<file path="config.mk">
export PLATFORM = sky130hd
export DESIGN_NAME = fp16_planar_yuv_to_nv12_bytes_core
export DESIGN_NICKNAME = d
export VERILOG_FILES = /design/src/hdl/fp16n12_pkg.sv /design/src/hdl/fp16n12_conv.sv /design/src/hdl/fp16n12_addr.sv /design/src/hdl/fp16_planar_yuv_to_nv12_bytes_core.sv
export SDC_FILE = /design/constraint.sdc
export NUM_CORES = 1
export LEC_CHECK = 0
export BUFFER_PORTS_ARGS = -buffer_cell sky130_fd_sc_hd__buf_2
export CAP_MARGIN = 40
export CORE_UTILIZATION = 60
export DETAILED_ROUTE_END_ITERATION = 10
export GPL_TIMING_DRIVEN = 0
export PLACE_DENSITY = 0.75
export SLEW_MARGIN = 20
export SYNTH_ARGS = -nofsm -noshare
export SYNTH_HDL_FRONTEND = slang
export SYNTH_HIERARCHICAL = 1
export SYNTH_SLANG_ARGS = --single-unit
</file>
<file path="constraint.sdc">
create_clock -name clk -period 7.84 [get_ports clk]
set_input_delay 1.568 -clock clk [delete_from_list [all_inputs] [get_ports clk]]
set_output_delay 1.568 -clock clk [all_outputs]
set_load 0.02 [all_outputs]
</file>
<file path="src/hdl/fp16n12_pkg.sv">
// Shared types and constants for the fp16 planar YUV to NV12 byte packer.
`default_nettype none

package fp16n12_pkg;

    // Field widths of the stream words
    localparam int unsigned HalfW   = 16;
    localparam int unsigned CoordW  = 12;
    localparam int unsigned DimW    = 13;
    localparam int unsigned StrideW = 14;
    localparam int unsigned ByteW   = 8;
    localparam int unsigned OffsetW = 25;
    localparam int unsigned ProdW   = CoordW + StrideW;

    // Configuration register reset values
    localparam logic [DimW-1:0]    DimReset    = 13'd4096;
    localparam logic [StrideW-1:0] StrideReset = 14'd4096;

    // Source plane codes carried in s_tuser
    typedef enum logic [1:0] {
        PLANE_LUMA = 2'd0,
        PLANE_U    = 2'd1,
        PLANE_V    = 2'd2,
        PLANE_NONE = 2'd3
    } plane_t;

    // Configuration register indexes
    typedef enum logic [1:0] {
        CFG_FRAME_WIDTH   = 2'd0,
        CFG_FRAME_HEIGHT  = 2'd1,
        CFG_LUMA_STRIDE   = 2'd2,
        CFG_CHROMA_STRIDE = 2'd3
    } cfg_idx_t;

    // Load enables of the two datapath register stages
    typedef struct packed {
        logic s1;
        logic s2;
    } stage_en_t;

endpackage

`default_nettype wire

</file>
<file path="src/hdl/fp16n12_conv.sv">
// Two-stage binary16 to unorm8 converter: scale by 255, round half to even, clamp.
`default_nettype none

module fp16n12_conv (
    input  wire logic                          clk,
    input  wire fp16n12_pkg::stage_en_t        en,
    input  wire logic [fp16n12_pkg::HalfW-1:0] half_sample,
    output logic      [fp16n12_pkg::ByteW-1:0] pixel_byte
);
    import fp16n12_pkg::*;

    typedef enum logic [1:0] {
        K_NUM  = 2'd0,
        K_ZERO = 2'd1,
        K_SAT  = 2'd2
    } kind_t;

    localparam int unsigned PW = 19;   // 2047 * 255 fits in 19 bits

    logic        sgn;
    logic [4:0]  expo;
    logic [9:0]  frac;
    logic [10:0] mant;
    logic [4:0]  expo_eff;
    logic [4:0]  shift_raw;
    kind_t       kind_next;
    logic [4:0]  sh_next;
    logic [PW-1:0] prod_next;

    kind_t       kind_reg;
    logic [4:0]  sh_reg;
    logic [PW-1:0] prod_reg;

    logic [PW:0]   prod_ext;
    logic [4:0]    sh_m1;
    logic [PW:0]   q;
    logic [PW:0]   low_mask;
    logic          rbit;
    logic          sticky;
    logic          inc;
    logic [PW:0]   rounded;
    logic [ByteW-1:0] byte_next;
    logic [ByteW-1:0] byte_reg;

    // Stage 1: field split, special cases, mantissa times 255
    always_comb
    begin
        sgn  = half_sample[15];
        expo = half_sample[14:10];
        frac = half_sample[9:0];
        if (expo == 5'd0)
        begin
            mant     = {1'b0, frac};
            expo_eff = 5'd1;
        end
        else
        begin
            mant     = {1'b1, frac};
            expo_eff = expo;
        end
        if (expo == 5'd31)
            kind_next = (frac != 10'd0 || sgn) ? K_ZERO : K_SAT;
        else if (sgn)
            kind_next = K_ZERO;
        else if (expo_eff >= 5'd25)
            kind_next = K_SAT;
        else
            kind_next = K_NUM;
        // shifts of 20 or more leave nothing of a 19-bit product
        shift_raw = 5'd25 - expo_eff;
        sh_next   = (shift_raw > 5'd20) ? 5'd20 : shift_raw;
        prod_next = PW'(mant) * PW'(8'd255);
    end

    always_ff @(posedge clk)
    begin
        if (en.s1)
        begin
            kind_reg <= kind_next;
            sh_reg   <= sh_next;
            prod_reg <= prod_next;
        end
    end

    // Stage 2: shift down, round half to even, saturate
    always_comb
    begin
        prod_ext = {1'b0, prod_reg};
        sh_m1    = sh_reg - 5'd1;
        q        = prod_ext >> sh_reg;
        low_mask = ((PW+1)'(1) << sh_m1) - (PW+1)'(1);
        rbit     = prod_ext[sh_m1];
        sticky   = |(prod_ext & low_mask);
        inc      = rbit & (sticky | q[0]);
        rounded  = q + (PW+1)'(inc);
        case (kind_reg)
            K_ZERO:  byte_next = '0;
            K_SAT:   byte_next = '1;
            default: byte_next = (rounded > (PW+1)'(255)) ? '1 : rounded[ByteW-1:0];
        endcase
    end

    always_ff @(posedge clk)
    begin
        if (en.s2)
            byte_reg <= byte_next;
    end

    assign pixel_byte = byte_reg;

endmodule

`default_nettype wire

</file>
<file path="src/hdl/fp16n12_addr.sv">
// Two-stage byte offset unit: row times stride, then column and V lane added.
`default_nettype none

module fp16n12_addr (
    input  wire logic                             clk,
    input  wire fp16n12_pkg::stage_en_t           en,
    input  wire fp16n12_pkg::plane_t              plane_sel,
    input  wire logic [fp16n12_pkg::CoordW-1:0]   col,
    input  wire logic [fp16n12_pkg::CoordW-1:0]   row,
    input  wire logic [fp16n12_pkg::StrideW-1:0]  luma_stride,
    input  wire logic [fp16n12_pkg::StrideW-1:0]  chroma_stride,
    output logic                                  to_chroma_plane,
    output logic      [fp16n12_pkg::OffsetW-1:0]  byte_offset
);
    import fp16n12_pkg::*;

    logic               chroma;
    logic [CoordW-1:0]  mul_row;
    logic [StrideW-1:0] mul_stride;
    logic [ProdW-1:0]   prod_next;

    logic [ProdW-1:0]   prod_reg;
    logic [CoordW-1:0]  col_reg;
    logic               vlane_reg;
    logic               chroma1_reg;

    logic [OffsetW-1:0] offset_next;
    logic [OffsetW-1:0] offset_reg;
    logic               chroma2_reg;

    // Stage 1: pick row term and stride, one multiply
    always_comb
    begin
        chroma     = (plane_sel != PLANE_LUMA);
        mul_row    = chroma ? {1'b0, row[CoordW-1:1]} : row;
        mul_stride = chroma ? chroma_stride : luma_stride;
        prod_next  = ProdW'(mul_row) * ProdW'(mul_stride);
    end

    always_ff @(posedge clk)
    begin
        if (en.s1)
        begin
            prod_reg    <= prod_next;
            col_reg     <= col;
            vlane_reg   <= (plane_sel == PLANE_V);
            chroma1_reg <= chroma;
        end
    end

    // Stage 2: add column and the V interleave step, wrap to offset width
    assign offset_next = OffsetW'(prod_reg + ProdW'(col_reg) + ProdW'(vlane_reg));

    always_ff @(posedge clk)
    begin
        if (en.s2)
        begin
            offset_reg  <= offset_next;
            chroma2_reg <= chroma1_reg;
        end
    end

    assign to_chroma_plane = chroma2_reg;
    assign byte_offset     = offset_reg;

endmodule

`default_nettype wire

</file>
<file path="src/hdl/fp16_planar_yuv_to_nv12_bytes_core.sv">
// Top level of the fp16 planar YUV to NV12 byte packer.
//
// Channel   Dir  Fields (low bit first)
// s_axis    in   tdata: half_sample[15:0] col[27:16] row[39:28]; tuser: plane_sel[1:0]
// m_axis    out  tdata: pixel_byte[7:0] byte_offset[32:8] (zero pad to 40); tuser: to_chroma_plane
// cfg       in   cfg_we, cfg_addr (0 width, 1 height, 2 luma stride, 3 chroma stride), cfg_wdata
//
// One word per cycle when not stalled by m_tready; words pass stage 1, stage 2, output register.
// The depth is set by the two multiplies (mantissa by 255, row by stride) and the
// rounding shift, each followed by a register, then the output register.
// Out-of-frame samples, odd-position chroma and unknown planes enter as bubbles and give no word.
// Each stage moves when it is empty or the next one moves, so a stall loses nothing.
// Reset sets all valid bits low and the frame registers to 4096.
`default_nettype none

module fp16_planar_yuv_to_nv12_bytes_core #(
    parameter int unsigned MAX_WIDTH = 4096
) (
    input  wire logic        clk,
    input  wire logic        rst_n,
    // half_sample[15:0], col[27:16], row[39:28]
    input  wire logic [39:0] s_tdata,
    // plane_sel[1:0]
    input  wire logic [1:0]  s_tuser,
    input  wire logic        s_tvalid,
    output logic             s_tready,
    // pixel_byte[7:0], byte_offset[32:8], zeros above
    output logic [39:0]      m_tdata,
    // to_chroma_plane
    output logic             m_tuser,
    output logic             m_tvalid,
    input  wire logic        m_tready,
    input  wire logic        cfg_we,
    input  wire logic [1:0]  cfg_addr,
    input  wire logic [13:0] cfg_wdata
);
    import fp16n12_pkg::*;

    localparam logic [14:0] MaxWidth = 15'(MAX_WIDTH);

    logic [DimW-1:0]    frame_width_reg;
    logic [DimW-1:0]    frame_height_reg;
    logic [StrideW-1:0] luma_stride_reg;
    logic [StrideW-1:0] chroma_stride_reg;

    logic [HalfW-1:0]   half_sample;
    logic [CoordW-1:0]  col;
    logic [CoordW-1:0]  row;
    plane_t             plane_sel;

    logic [14:0]        w_eff;
    logic [14:0]        h_eff;
    logic               keep;

    logic               v1_reg;
    logic               v2_reg;
    logic               v3_reg;
    logic               rdy1;
    logic               rdy2;
    logic               rdy3;
    stage_en_t          en;

    logic [ByteW-1:0]   byte_s2;
    logic [OffsetW-1:0] offset_s2;
    logic               chroma_s2;

    logic [ByteW-1:0]   byte_reg;
    logic [OffsetW-1:0] offset_reg;
    logic               chroma_reg;

    // Configuration writes
    always_ff @(posedge clk or negedge rst_n)
    begin
        if (!rst_n)
        begin
            frame_width_reg   <= DimReset;
            frame_height_reg  <= DimReset;
            luma_stride_reg   <= StrideReset;
            chroma_stride_reg <= StrideReset;
        end
        else if (cfg_we)
        begin
            unique case (cfg_addr)
                CFG_FRAME_WIDTH:   frame_width_reg   <= cfg_wdata[DimW-1:0];
                CFG_FRAME_HEIGHT:  frame_height_reg  <= cfg_wdata[DimW-1:0];
                CFG_LUMA_STRIDE:   luma_stride_reg   <= cfg_wdata;
                CFG_CHROMA_STRIDE: chroma_stride_reg <= cfg_wdata;
                default:           ;
            endcase
        end
    end

    // Input word unpacking
    assign half_sample = s_tdata[15:0];
    assign col         = s_tdata[27:16];
    assign row         = s_tdata[39:28];
    assign plane_sel   = plane_t'(s_tuser);

    // Frame window check; out-of-frame samples become bubbles
    always_comb
    begin
        w_eff = (15'(frame_width_reg) > MaxWidth) ? MaxWidth : 15'(frame_width_reg);
        h_eff = 15'(frame_height_reg);
        case (plane_sel) inside
            PLANE_LUMA:
                keep = (15'(col) < w_eff) && (15'(row) < h_eff);
            PLANE_U, PLANE_V:
                keep = !col[0] && !row[0]
                       && (15'(col[CoordW-1:1]) < (w_eff >> 1))
                       && (15'(row[CoordW-1:1]) < (h_eff >> 1));
            default:
                keep = 1'b0;
        endcase
    end

    // Per-stage handshake: a stage loads when empty or when its successor moves
    assign rdy3     = !v3_reg || m_tready;
    assign rdy2     = !v2_reg || rdy3;
    assign rdy1     = !v1_reg || rdy2;
    assign s_tready = rdy1;
    assign en.s1    = rdy1;
    assign en.s2    = rdy2;

    always_ff @(posedge clk or negedge rst_n)
    begin
        if (!rst_n)
        begin
            v1_reg <= 1'b0;
            v2_reg <= 1'b0;
            v3_reg <= 1'b0;
        end
        else
        begin
            if (rdy1)
                v1_reg <= s_tvalid && keep;
            if (rdy2)
                v2_reg <= v1_reg;
            if (rdy3)
                v3_reg <= v2_reg;
        end
    end

    fp16n12_conv u_conv (
        .clk         (clk),
        .en          (en),
        .half_sample (half_sample),
        .pixel_byte  (byte_s2)
    );

    fp16n12_addr u_addr (
        .clk             (clk),
        .en              (en),
        .plane_sel       (plane_sel),
        .col             (col),
        .row             (row),
        .luma_stride     (luma_stride_reg),
        .chroma_stride   (chroma_stride_reg),
        .to_chroma_plane (chroma_s2),
        .byte_offset     (offset_s2)
    );

    // Output register
    always_ff @(posedge clk)
    begin
        if (rdy3)
        begin
            byte_reg   <= byte_s2;
            offset_reg <= offset_s2;
            chroma_reg <= chroma_s2;
        end
    end

    assign m_tvalid = v3_reg;
    assign m_tuser  = chroma_reg;
    assign m_tdata  = {7'd0, offset_reg, byte_reg};

    // An empty output stage never blocks the input
    a_ready_when_empty: assert property (@(posedge clk) disable iff (!rst_n)
        !v3_reg |-> s_tready)
        else $error("input stalled while output stage empty");

    // Unknown plane never reaches the pipeline
    a_drop_unknown_plane: assert property (@(posedge clk) disable iff (!rst_n)
        (s_tvalid && s_tready && s_tuser == PLANE_NONE) |=> !v1_reg)
        else $error("unknown plane word entered pipeline");

    // A held middle stage keeps its word and its converted byte
    a_stage2_holds: assert property (@(posedge clk) disable iff (!rst_n)
        (v2_reg && !rdy3) |=> (v2_reg && $stable(byte_s2) && $stable(offset_s2)))
        else $error("stage 2 word lost during stall");

    // Output drains when nothing is behind it
    a_output_drains: assert property (@(posedge clk) disable iff (!rst_n)
        (v3_reg && m_tready && !v2_reg) |=> !m_tvalid)
        else $error("output word repeated");

endmodule

`default_nettype wire

</file>
== After elaboration in Yosys (flattened, before gate mapping) ==
Index checks and enable logic that the tools add are counted.
Storage, ports and cells
  register bits: 190
  input bits: 63
  output and inout port bits: 43
  logic and storage cells: 90
Operators by class
  add/subtract/negate cells: 6
  multiply operators: 2
  order comparisons: 9
  equality and inequality tests: 8
  shift operators: 2
  muxes and demuxes: 15
  bitwise operators: 3
  reduce and logical (&&, ||, !) cells: 25
Operators by type and width (count)
  less-than comparator 12 x 13 -> 1 bit: 2
  adder 25 x 1 -> 25 bit: 1
  adder 25 x 12 -> 25 bit: 1
  multiplier 12 x 14 -> 25 bit: 1
  less-than comparator 11 x 12 -> 1 bit: 2
  adder 20 x 1 -> 20 bit: 1
  AND 19 x 20 -> 20 bit: 1
  greater-than comparator 20 x 8 -> 1 bit (second input constant): 1
  OR reduction 20 bit: 1
  << shifter 1 x 5 -> 20 bit (first input constant): 1
  >> shifter 19 x 5 -> 20 bit: 1
  subtractor 20 x 2 -> 20 bit (second input constant): 1
  multiplier 11 x 8 -> 19 bit (second input constant): 1
  one-hot mux 8 bit (2 select lines): 1
  two-way mux 14 bit: 1
  greater-than comparator 13 bit (second input constant): 1
  two-way mux 13 bit: 1
  two-way mux 12 bit: 1
  two-way mux 11 bit: 1
  nonzero test 10 bit: 1
  == test 2 bit (second input constant): 4
  two-way mux 2 bit: 4
  two-way mux 8 bit: 1
  AND reduction 2 bit: 4
  19 further kinds: 35

== Logic depth before layout (Yosys ltp) ==
Gate-level depths: netlist of run 1.
  depth in word-level cells: 11
  mapped depth: 22
  mapped depth without buffers: 20

== Modules after synthesis ==
The synthesis of run 1 kept the hierarchy.
By module, submodules not included
  fp16n12_addr: instances 1, cells an instance 886, area an instance 8707.1 um^2, sequential area each 1951.9 um^2
  fp16n12_conv: instances 1, cells an instance 636, area an instance 5980.7 um^2, sequential area each 1021.0 um^2
  fp16_planar_yuv_to_nv12_bytes_core: instances 1, cells an instance 264, area an instance 3932.5 um^2, sequential area each 2452.4 um^2

== Least setup slack after synthesis of run 1 ==
No wires, ideal clock.
  path type: input port to flip-flop
  start: input s_tuser[1]
  end: register u_addr.prod_reg[18], data pin
  setup time: 0.262 ns
  arrival time: 6.553 ns
  required time: 7.578 ns
  slack: 1.025 ns
  stages on the path: 20
  path buffers: 1
  path through: nor2_4 buf_2 mux2i_1 nor2_1 fa_1 inv_1 fa_1 inv_1 fa_1 fa_1 inv_1 fa_1 inv_1 ha_1 a21oi_2 nand2_2 o21ai_2 a21oi_1 o31ai_1 xnor2_1
Between the ends
  cells in the longest elaborated chain, start to end: 3
  elaborated cells between the ends (all ways): 4
  classes of those cells: 1 x mul; 2 x mux; 1 x reduce/logical
Ends and longest elaborated chain
  start, declared: RTL line fp16_planar_yuv_to_nv12_bytes_core.sv:24  | input wire logic [1:0] s_tuser,
  nonzero test 2 bit *: RTL line fp16n12_addr.sv:34  | chroma = (plane_sel != PLANE_LUMA);
  two-way mux 12 bit / two-way mux 14 bit (equally long branches): RTL line fp16n12_addr.sv:35, fp16n12_addr.sv:36
  multiplier 12 x 14 -> 25 bit *: RTL line fp16n12_addr.sv:37  | prod_next = ProdW'(mul_row) * ProdW'(mul_stride);
  via u_addr.prod_next[18]: RTL line fp16n12_addr.sv:20  | logic [ProdW-1:0] prod_next;
  end signal, assigned: RTL line fp16n12_addr.sv:44  | prod_reg <= prod_next;
  end, declared: RTL line fp16n12_addr.sv:22  | logic [ProdW-1:0] prod_reg;
Mark *: on every way through the listed nets, which the timed path passes. The rest lies on a longest branch.
A chain may end at the register's enable or synchronous reset.

== Worst setup path after layout of run 1 ==
  start: input s_tuser[1]
  end: register u_addr.prod_reg[24], data pin
Same word-level chain as after synthesis.

==> results of run 1 <==
## critical path: stages
cell and delay, ns:
buf_2 0.14, nor2_4 0.28, buf_2 0.37, mux2i_2 0.55, nor2_1 0.14, fa_1 0.55
inv_1 0.06, fa_1 0.47, inv_1 0.06, fa_1 0.51, fa_1 0.54, inv_1 0.05
fa_1 0.52, inv_1 0.04, ha_1 0.38, a21oi_2 0.24, nand2_2 0.07, o21ai_2 0.28
a211o_1 0.25, o21ai_1 0.08, a211oi_1 0.55
## cell usage in the layout, fill, tap and decap left out, types with 7 or more instances in the layout
cell type    n
ha_1       152
and3_1      24
edfxtp_1   133
mux4_2      19
clkbuf_1    23
o21ai_0     46
xor2_1      24
nor3_1      21
nor2_1     110
nand2b_1    29
or3_1        7
mux2_2      88
nor2b_1     18
clkbuf_16   17
o21a_1       8
and2_1      21
nand4_1     11
conb_1       7
buf_4       16
buf_2      111
fa_1       166
or2_2        7
inv_1      286
a21o_1      16
a31oi_1      9
mux2i_1     25
nand3_1     29
nand2_1    148
a211oi_1    11
xnor2_1     44
o211ai_1     9
a21oi_1     58
dfrtp_1     53
nor3b_1      9
## stage by stage
step | hold WS [ns] | TNS [ns]
2_1_floorplan | 0.400 | 0
3_3_place_gp | 0.400 | -0.155
3_5_place_dp | 0.405 | -0.264
4_1_cts | 0.415 | 0
5_1_grt | 0.419 | 0
6_report | 0.415 | 0
## layout make-up
cell class | instances | area, µm² | share of cell area
multi-input combinational | 1252 | 11800 | 0.580
sequential | 190 | 5430 | 0.267
inverter | 289 | 1080 | 0.0533
timing repair buffer | 101 | 536 | 0.0263
tap | 396 | 495 | 0.0244
clock buffer | 17 | 425 | 0.0209
buffer | 61 | 358 | 0.0176
clock inverter | 15 | 206 | 0.0102
## worst min-delay path by stage
stage,from,to,slack (ns),cells after the start
4_1_cts,u_addr/byte_offset[23],offset_reg[23],0.42,0
3_3_place_gp,u_addr/to_chroma_plane,m_tuser,0.40,0
5_1_grt,u_conv/pixel_byte[6],byte_reg[6],0.42,0
6_report,u_addr/byte_offset[24],offset_reg[24],0.42,0
3_5_place_dp,u_conv/pixel_byte[1],byte_reg[1],0.40,0
2_1_floorplan,u_conv/pixel_byte[0],byte_reg[0],0.40,0
## logic make-up after synthesis
logic type	count (synthesis)
simple gates	471
buf+inv	350
fa+ha+maj	318
compound gates	247
flops	190
mux	141
xor+xnor	68
other cells	1
## repair_timing
item,CTS,global route
endpoints found under the setup margin,0,1
buffers inserted,0,0
hold buffers,0,0
resized for setup,0,2
## routing by layer
metal  share of wire  global-route usage  up-vias
li1                -                   -     6328
met1            0.46               0.407     6742
met2            0.45               0.423      506
met3           0.075              0.0505       64
met4           0.018              0.0716        0
met5               0                   0        -
==> results_dict.tcl, run 1 <==
set metrics [dict create \
    synth_edf_count 133 \
    initial_core_util 0.609 \
    dp_hpwl_mm 33.5 \
    post-route-util 0.665 \
    status "complete, no violations" \
    grt_pass1_vias 13160 \
    hold_class "reg2reg" \
    fin_crit_sh 0.967 \
    die_area_um2 31700 \
    finalInstanceArea_um2 20300 \
    clk_latency_ns 0.46 \
    synthTopCellsByCount "287 x inv_1, 166 x fa_1, 152 x ha_1" \
    ff2ff_path_depth 18 \
    tightestPinTransition_ns 0.790 \
    cts.sinks 190 \
    yosysWarnings 6 \
    yosysTopAreaCellShare 0.214 \
    avgSynthCellArea_um2 10.4 \
    grt.overflow.total 0 \
    track_usage 0.277 \
    drt_pass1_iterations 5 \
    crit_arrival_ns 7.75 \
    viasPerCell 5.88 \
    synth_top_family_by_area "adder cells" \
    r2r_end "u_addr/prod_reg[24]" \
    max-cap-violations 0 \
    yosys-top-cells-area "edfxtp_1 21%, fa_1 18%, ha_1 10%" \
    clock.fmax_mhz 132 \
    coreArea_um2 30600 \
    cp-startpoint "s_tuser[1]" \
    crit_path_end "u_addr/prod_reg[24]" \
    synthSimpleGateAreaFrac 0.127 \
    yosysTopAreaCell "edfxtp_1" \
    ios 106 \
    hold_viol 0 \
    muxShareOfSynthArea 0.0972 \
    die_height_um 178 \
    cts-root-buf "clkbuf_16" \
    instances_no_fill 2321 \
    area_growth_pct 9.21 \
    port_buffers 97 \
    placed_area_um2 19700 \
    finalNetCount 2293 \
    r2r_slack_ns 1.74 \
    grt_antenna_before_repair 0 \
    vias 13640 \
    cts_tree "built" \
    critPathMaxFanout 10 \
    synth-seq-cells 190 \
    rsz0062_at_grt "false" \
    finalMaxSlewViolations 0 \
    ant_nets 0 \
    synth_xor_area_frac 0.0320 \
    nFillCells 2399 \
    die-width_um 178 \
    path_class "in2reg" \
    post-place-cells 2288 \
    antennaDiodeCount 0 \
    max_slew_margin 0.471 \
    cts_max_path_buffers 2 \
    syn_inst 1786 \
    htree_levels 4 \
    fin_ws_ns 0.260 \
    gp_congestion 0.927 \
    drt_wl_total_mm 41.8 \
    synth-main-ff-cell "edfxtp_1" \
    drive_gt1_frac 0.173 \
    rr_startpoint "luma_stride_reg[5]" \
    rows 64 \
    place_ws_ns -0.263 \
    synth.distinct_cells 98 \
    drc 0 \
    startpoint_type "input pin" \
    skew_ns 0.0167 \
    async_reset_ff_frac 0.300 \
    drt_iter0_markers 939 \
    post_drt_wl_per_cell_um 18.0 \
    worstPathRequired_ns 8.01 \
    grt_max_degree 58 \
    yosysMostFrequentCell "inv_1" \
    clk_pin_slew_ns 0.08 \
    syn_area_um2 18600 \
    synth-compound-area-share 0.0943 \
    crit_path_end_kind "flip-flop" \
    cts_made_buffers 17 \
    synth_fa_ha_area_frac 0.281 \
    min_period_ns 7.58 \
    ys_seq_area_frac 0.291 \
    grt_pass1_wl_mm 67.4 \
    setup_violations 0 \
]
Power of run 1 is not shown: default switching activity piles up to over one toggle a cycle in this logic, so the estimate is an artifact.
==> inputs of run 2 (changes only) <==
==> constraint.sdc (replaced) <==
create_clock -name clk -period 7.84 [get_ports clk]
set_input_delay 1.96 -clock clk [delete_from_list [all_inputs] [get_ports clk]]
set_output_delay 1.96 -clock clk [all_outputs]
set_load 0.02 [all_outputs]
==> run 2 against run 1 <==
  * Clock skew hardly changed
  * Sequential cell count unchanged
  * Sequential share of layout area barely moved
  * Critical path type unchanged
  * Non-clock buffer count is 1 lower
  * Register-to-register slack improved by 0.24 ns
  * Via count about the same
  * Fmax shrank 0.99%
  * Hold slack is essentially flat
==> results_dict.tcl, run 2 (synthesized netlist as in run 1, its figures left out) <==
set metrics [dict create \
    status "complete, no violations" \
    cp_slowest_cell "mux2i_2" \
    path_class "in2reg" \
    ios 106 \
    skew_ns 0.0168 \
    fin_crit_sh 0.977 \
    grt_max_degree 58 \
    drc 0 \
    cts_tree "built" \
    crit_top_cell "fa_1" \
    grt.overflow.total 0 \
    post_drt_wl_per_cell_um 18.0 \
    final_common_cell "inv_1" \
    min_period_ns 7.66 \
    max-cap-violations 0 \
    antennaDiodeCount 0 \
    clock.fmax_mhz 131 \
    dp_hpwl_mm 33.5 \
    finalMaxSlewViolations 0 \
    multi_input_area_um2 11800 \
    post-route-util 0.666 \
    tightestPinTransition_ns 0.793 \
    seqCellArea_um2 5430 \
    clk_latency_ns 0.47 \
    nFillCells 2388 \
    cts_max_path_buffers 2 \
    finalNetCount 2292 \
    drt_wl_total_mm 41.8 \
    port_buffers 97 \
    layout_common_cells "286 x inv_1, 166 x fa_1, 152 x ha_1" \
    critPathMaxFanout 10 \
    crit_arrival_ns 7.88 \
    startpoint_type "input pin" \
    vias 13633 \
    drt_iter0_markers 986 \
    hold_class "reg2reg" \
    placed_area_um2 19700 \
    die_height_um 178 \
    grt_pass1_wl_mm 67.4 \
    rsz0062_at_grt "false" \
    rows 64 \
    crit_path_end_kind "flip-flop" \
    die-width_um 178 \
    track_usage 0.277 \
    grt_pass1_vias 13170 \
    gp_congestion 0.927 \
    crit_family "adder cells" \
    grt_antenna_before_repair 0 \
    initial_core_util 0.609 \
    cts-root-buf "clkbuf_16" \
    drt_pass1_iterations 5 \
    setup_violations 0 \
    ant_nets 0 \
    htree_levels 4 \
    hold_buffers 0 \
    area_growth_pct 9.40 \
    clk_pin_slew_ns 0.08 \
    cts_made_buffers 17 \
    viasPerCell 5.88 \
    drive_gt1_frac 0.176 \
    finalInstanceArea_um2 20400 \
    postCtsSetupRepairBufs 0 \
    max_stage_delay_ns 0.59 \
    worstPathRequired_ns 8.07 \
    die_area_um2 31700 \
    crit_buf_inv 5 \
    cts.sinks 190 \
    max_slew_margin 0.469 \
    cp_cell_sequence "buf_2 -> nor2_4 -> buf_4 -> mux2i_2 -> nor2_1 -> fa_1 -> fa_1 -> fa_1 -> fa_1 -> inv_1 -> fa_1 -> inv_1 -> ha_1 -> buf_6 -> a21oi_4 -> nand2_1 -> nor4_4 -> a211o_1 -> o21ai_1 -> a211oi_2" \
    coreArea_um2 30600 \
    hold_viol 0 \
]
run 2: cell types whose count changed in the layout (fill, tap and decap cells not counted), sizes merged:
| cell | before | now |
|---|---|---|
| buf | 138 | 137 |
run 2: path summary, 6_finish.rpt:
path                                        startpoint                   to  slack, ns  depth (start not counted)
worst max-delay path                        s_tuser[1]  u_addr/prod_reg[24]       0.18                         20
worst min-delay path            u_addr/byte_offset[24]       offset_reg[24]       0.42                          0
worst max register to register      luma_stride_reg[5]  u_addr/prod_reg[24]       1.98                         18
worst min register to register  u_addr/byte_offset[24]       offset_reg[24]       0.42                          0
max in group asynchronous                        rst_n   luma_stride_reg[9]       5.80                          1
min in group asynchronous                        rst_n             m_tvalid       1.54                          1
run 2: worst reg2reg max path: stages, from the launching register on:
cell	delay, ns
dfrtp_1	0.39
mux2_2	0.29
clkbuf_1	0.27
and2_1	0.24
fa_1	0.47
fa_1	0.53
fa_1	0.54
fa_1	0.55
inv_1	0.06
fa_1	0.55
inv_1	0.05
ha_1	0.30
buf_6	0.14
a21oi_4	0.19
nand2_1	0.14
nor4_4	0.25
a211o_1	0.24
o21ai_1	0.10
a211oi_2	0.34
run 2: area by class of cell:
type / instances / share of cell area
multi-input combinational: 1252 / 0.581
clock inverter: 15 / 0.0101
tap: 396 / 0.0243
inverter: 289 / 0.0533
buffer: 61 / 0.0178
timing repair buffer: 100 / 0.0260
sequential: 190 / 0.266
clock buffer: 17 / 0.0209
run 2: repair_timing:
action,4_1_cts,5_1_grt
setup endpoints to repair,1,4
gates resized for setup,3,9
cloned,0,0
run 2: per-layer routing:
metal  part of all wire  vias to the layer above  GRT usage
met2               0.45                      520      0.422
met1               0.46                     6729      0.406
met3              0.075                       68     0.0512
li1                   -                     6316          -
met5                  0                        -          0
met4              0.019                        0     0.0730
run 2: metrics by stage:
stage	setup TNS [ns]	cells	hold slack (ns)	worst slack [ns]
3_3_place_gp	-2.75	2285	0.400	-0.547
2_1_floorplan	0	1792	0.400	0.633
5_1_grt	0	2320	0.419	0.0115
3_5_place_dp	-3.08	2288	0.405	-0.655
6_report	0	2320	0.415	0.184
4_1_cts	0	2320	0.415	0.0202
Power of run 2 is left out for the same reason.
==> inputs of run 3 (changes only) <==
--- a/config.mk
+++ b/config.mk
@@ -7,10 +7,11 @@
 export LEC_CHECK = 0
 export BUFFER_PORTS_ARGS = -buffer_cell sky130_fd_sc_hd__buf_2
 export CAP_MARGIN = 40
-export CORE_UTILIZATION = 60
+export CORE_ASPECT_RATIO = 1.2
+export CORE_UTILIZATION = 41
 export DETAILED_ROUTE_END_ITERATION = 10
 export GPL_TIMING_DRIVEN = 0
-export PLACE_DENSITY = 0.75
+export PLACE_DENSITY = 0.53
 export SLEW_MARGIN = 20
 export SYNTH_ARGS = -nofsm -noshare
 export SYNTH_HDL_FRONTEND = slang
==> run 3 against run 2 <==
  * Cell count increased by 9.3%
  * Clock skew down 0.0043 ns
  * Non-clock buffer count is 2 higher
  * Sequential share of layout area is 0.27 points lower
  * Largest cell class unchanged
  * Highest routed layer unchanged
==> results_dict.tcl, run 3 (synthesized netlist as in run 1, its figures left out) <==
set metrics [dict create \
    final_common_cell "inv_1" \
    wl_met1_mm 20.5 \
    clk_pin_slew_ns 0.07 \
    drive_gt1_frac 0.174 \
    ios 106 \
    htree_levels 4 \
    drt_pass1_iterations 5 \
    cts-root-buf "clkbuf_16" \
    multi_input_area_um2 11800 \
    die_height_um 235 \
    hold_depth 0 \
    viasPerCell 5.14 \
    skew_ns 0.0126 \
    ant_nets 0 \
    port_buffers 97 \
    r2r_slack_ns 2.08 \
    top_layer "met4" \
    worstPathRequired_ns 8.08 \
    antennaDiodeCount 0 \
    hold_end "offset_reg[20]" \
    dp_hpwl_mm 36.1 \
    clock.fmax_mhz 132 \
    grt_pass1_wl_mm 70.2 \
    ff2ff_path_depth 18 \
    nFillCells 4372 \
    drt_wl_total_mm 43.2 \
    post-route-util 0.458 \
    min_from "u_addr/byte_offset[20]" \
    finalNetCount 2294 \
    initial_core_util 0.415 \
    grt_antenna_before_repair 0 \
    seqCellArea_um2 5430 \
    die_area_um2 46300 \
    startpoint_type "input pin" \
    grt.overflow.total 0 \
    setup_violations 0 \
    gp_congestion 0.884 \
    path_class "in2reg" \
    die-width_um 197 \
    routed-wl-met3_mm 1.36 \
    track_usage 0.194 \
    crit_path_end_kind "flip-flop" \
    grt_pass1_vias 13228 \
    grt_max_degree 58 \
    r2r_end "u_addr/prod_reg[24]" \
    area_growth_pct 10.5 \
    clk_latency_ns 0.46 \
    post_drt_wl_per_cell_um 17.0 \
    rr_startpoint "luma_stride_reg[5]" \
    tns_ns 0 \
    max_slew_margin 0.409 \
    critPathMaxFanout 10 \
    hold_buffers 0 \
    cts_tree "built" \
    cts.sinks 190 \
    vias 13030 \
    route.met2.wl_mm 20.5 \
    hold_class "reg2reg" \
    tightestPinTransition_ns 0.886 \
    hold_viol 0 \
    cts_max_path_buffers 2 \
    coreArea_um2 44900 \
    drt_iter0_markers 596 \
    max-cap-violations 0 \
    crit_arrival_ns 7.84 \
    status "complete, no violations" \
    fin_crit_sh 0.969 \
    finalMaxSlewViolations 0 \
    postCtsSetupRepairBufs 0 \
    min_period_ns 7.60 \
    rsz0062_at_grt "false" \
    cts_made_buffers 17 \
    layout_common_cells "286 x inv_1, 166 x fa_1, 152 x ha_1" \
    rows 85 \
    drc 0 \
    cts_resized 0 \
]
run 3: cell count changes in the layout (fill, tap and decap cells not counted), sizes merged:
cell	previous run	this run
clkinvlp	3	0
buf	137	140
bufinv	3	1
clkbuf	41	42
inv	294	297
run 3: per-layer routing:
metal,track usage,vias up
li1,-,6310
met1,0.263,6409
met2,0.323,257
met3,0.0261,54
met4,0.0563,0
met5,0,-
run 3: worst max-delay path by stage:
stage                    start                   to  slack, ns  cells past startpoint
finish              s_tuser[1]  u_addr/prod_reg[24]       0.24                     21
detailed placement  s_tuser[1]  u_addr/prod_reg[24]      -0.40                     21
CTS                 s_tuser[1]  u_addr/prod_reg[24]       0.08                     21
global placement    s_tuser[1]  u_addr/prod_reg[24]      -0.41                     21
floorplan           s_tuser[1]  u_addr/prod_reg[18]       0.63                     20
global route        s_tuser[1]  u_addr/prod_reg[24]       0.02                     21
run 3: final cells by class:
type / instances / area share
repair buffers: 102 / 0.0266
inverters: 289 / 0.0527
clock inverters: 13 / 0.00724
well taps: 609 / 0.0370
multi-input cells: 1252 / 0.574
plain buffers: 61 / 0.0175
clock buffers: 19 / 0.0210
flip-flops and latches: 190 / 0.264
run 3: metrics by stage:
stage	cell area [µm²]	hold slack (ns)	worst slack, ns	std cells
floorplan	18600	0.400	0.633	1792
global placement	19900	0.402	-0.407	2498
detailed placement	20000	0.405	-0.397	2503
CTS	20600	0.422	0.0850	2535
global route	20600	0.423	0.0168	2535
finish	20600	0.420	0.244	2535
run 3: worst max-delay path, cell delays in order:
cell and delay (ns):
buf_2 0.15, nor2_4 0.33, buf_2 0.39, mux2i_2 0.53, nor2_1 0.12, fa_1 0.52, inv_1 0.05, fa_1 0.48
inv_1 0.06, fa_1 0.52, fa_1 0.54, inv_1 0.05, fa_1 0.52, inv_1 0.04, ha_1 0.38, a21oi_2 0.24
nand2_2 0.07, o21ai_2 0.26, a211o_1 0.23, o21ai_1 0.08, a211oi_1 0.29
Power of run 3 is left out for the same reason.
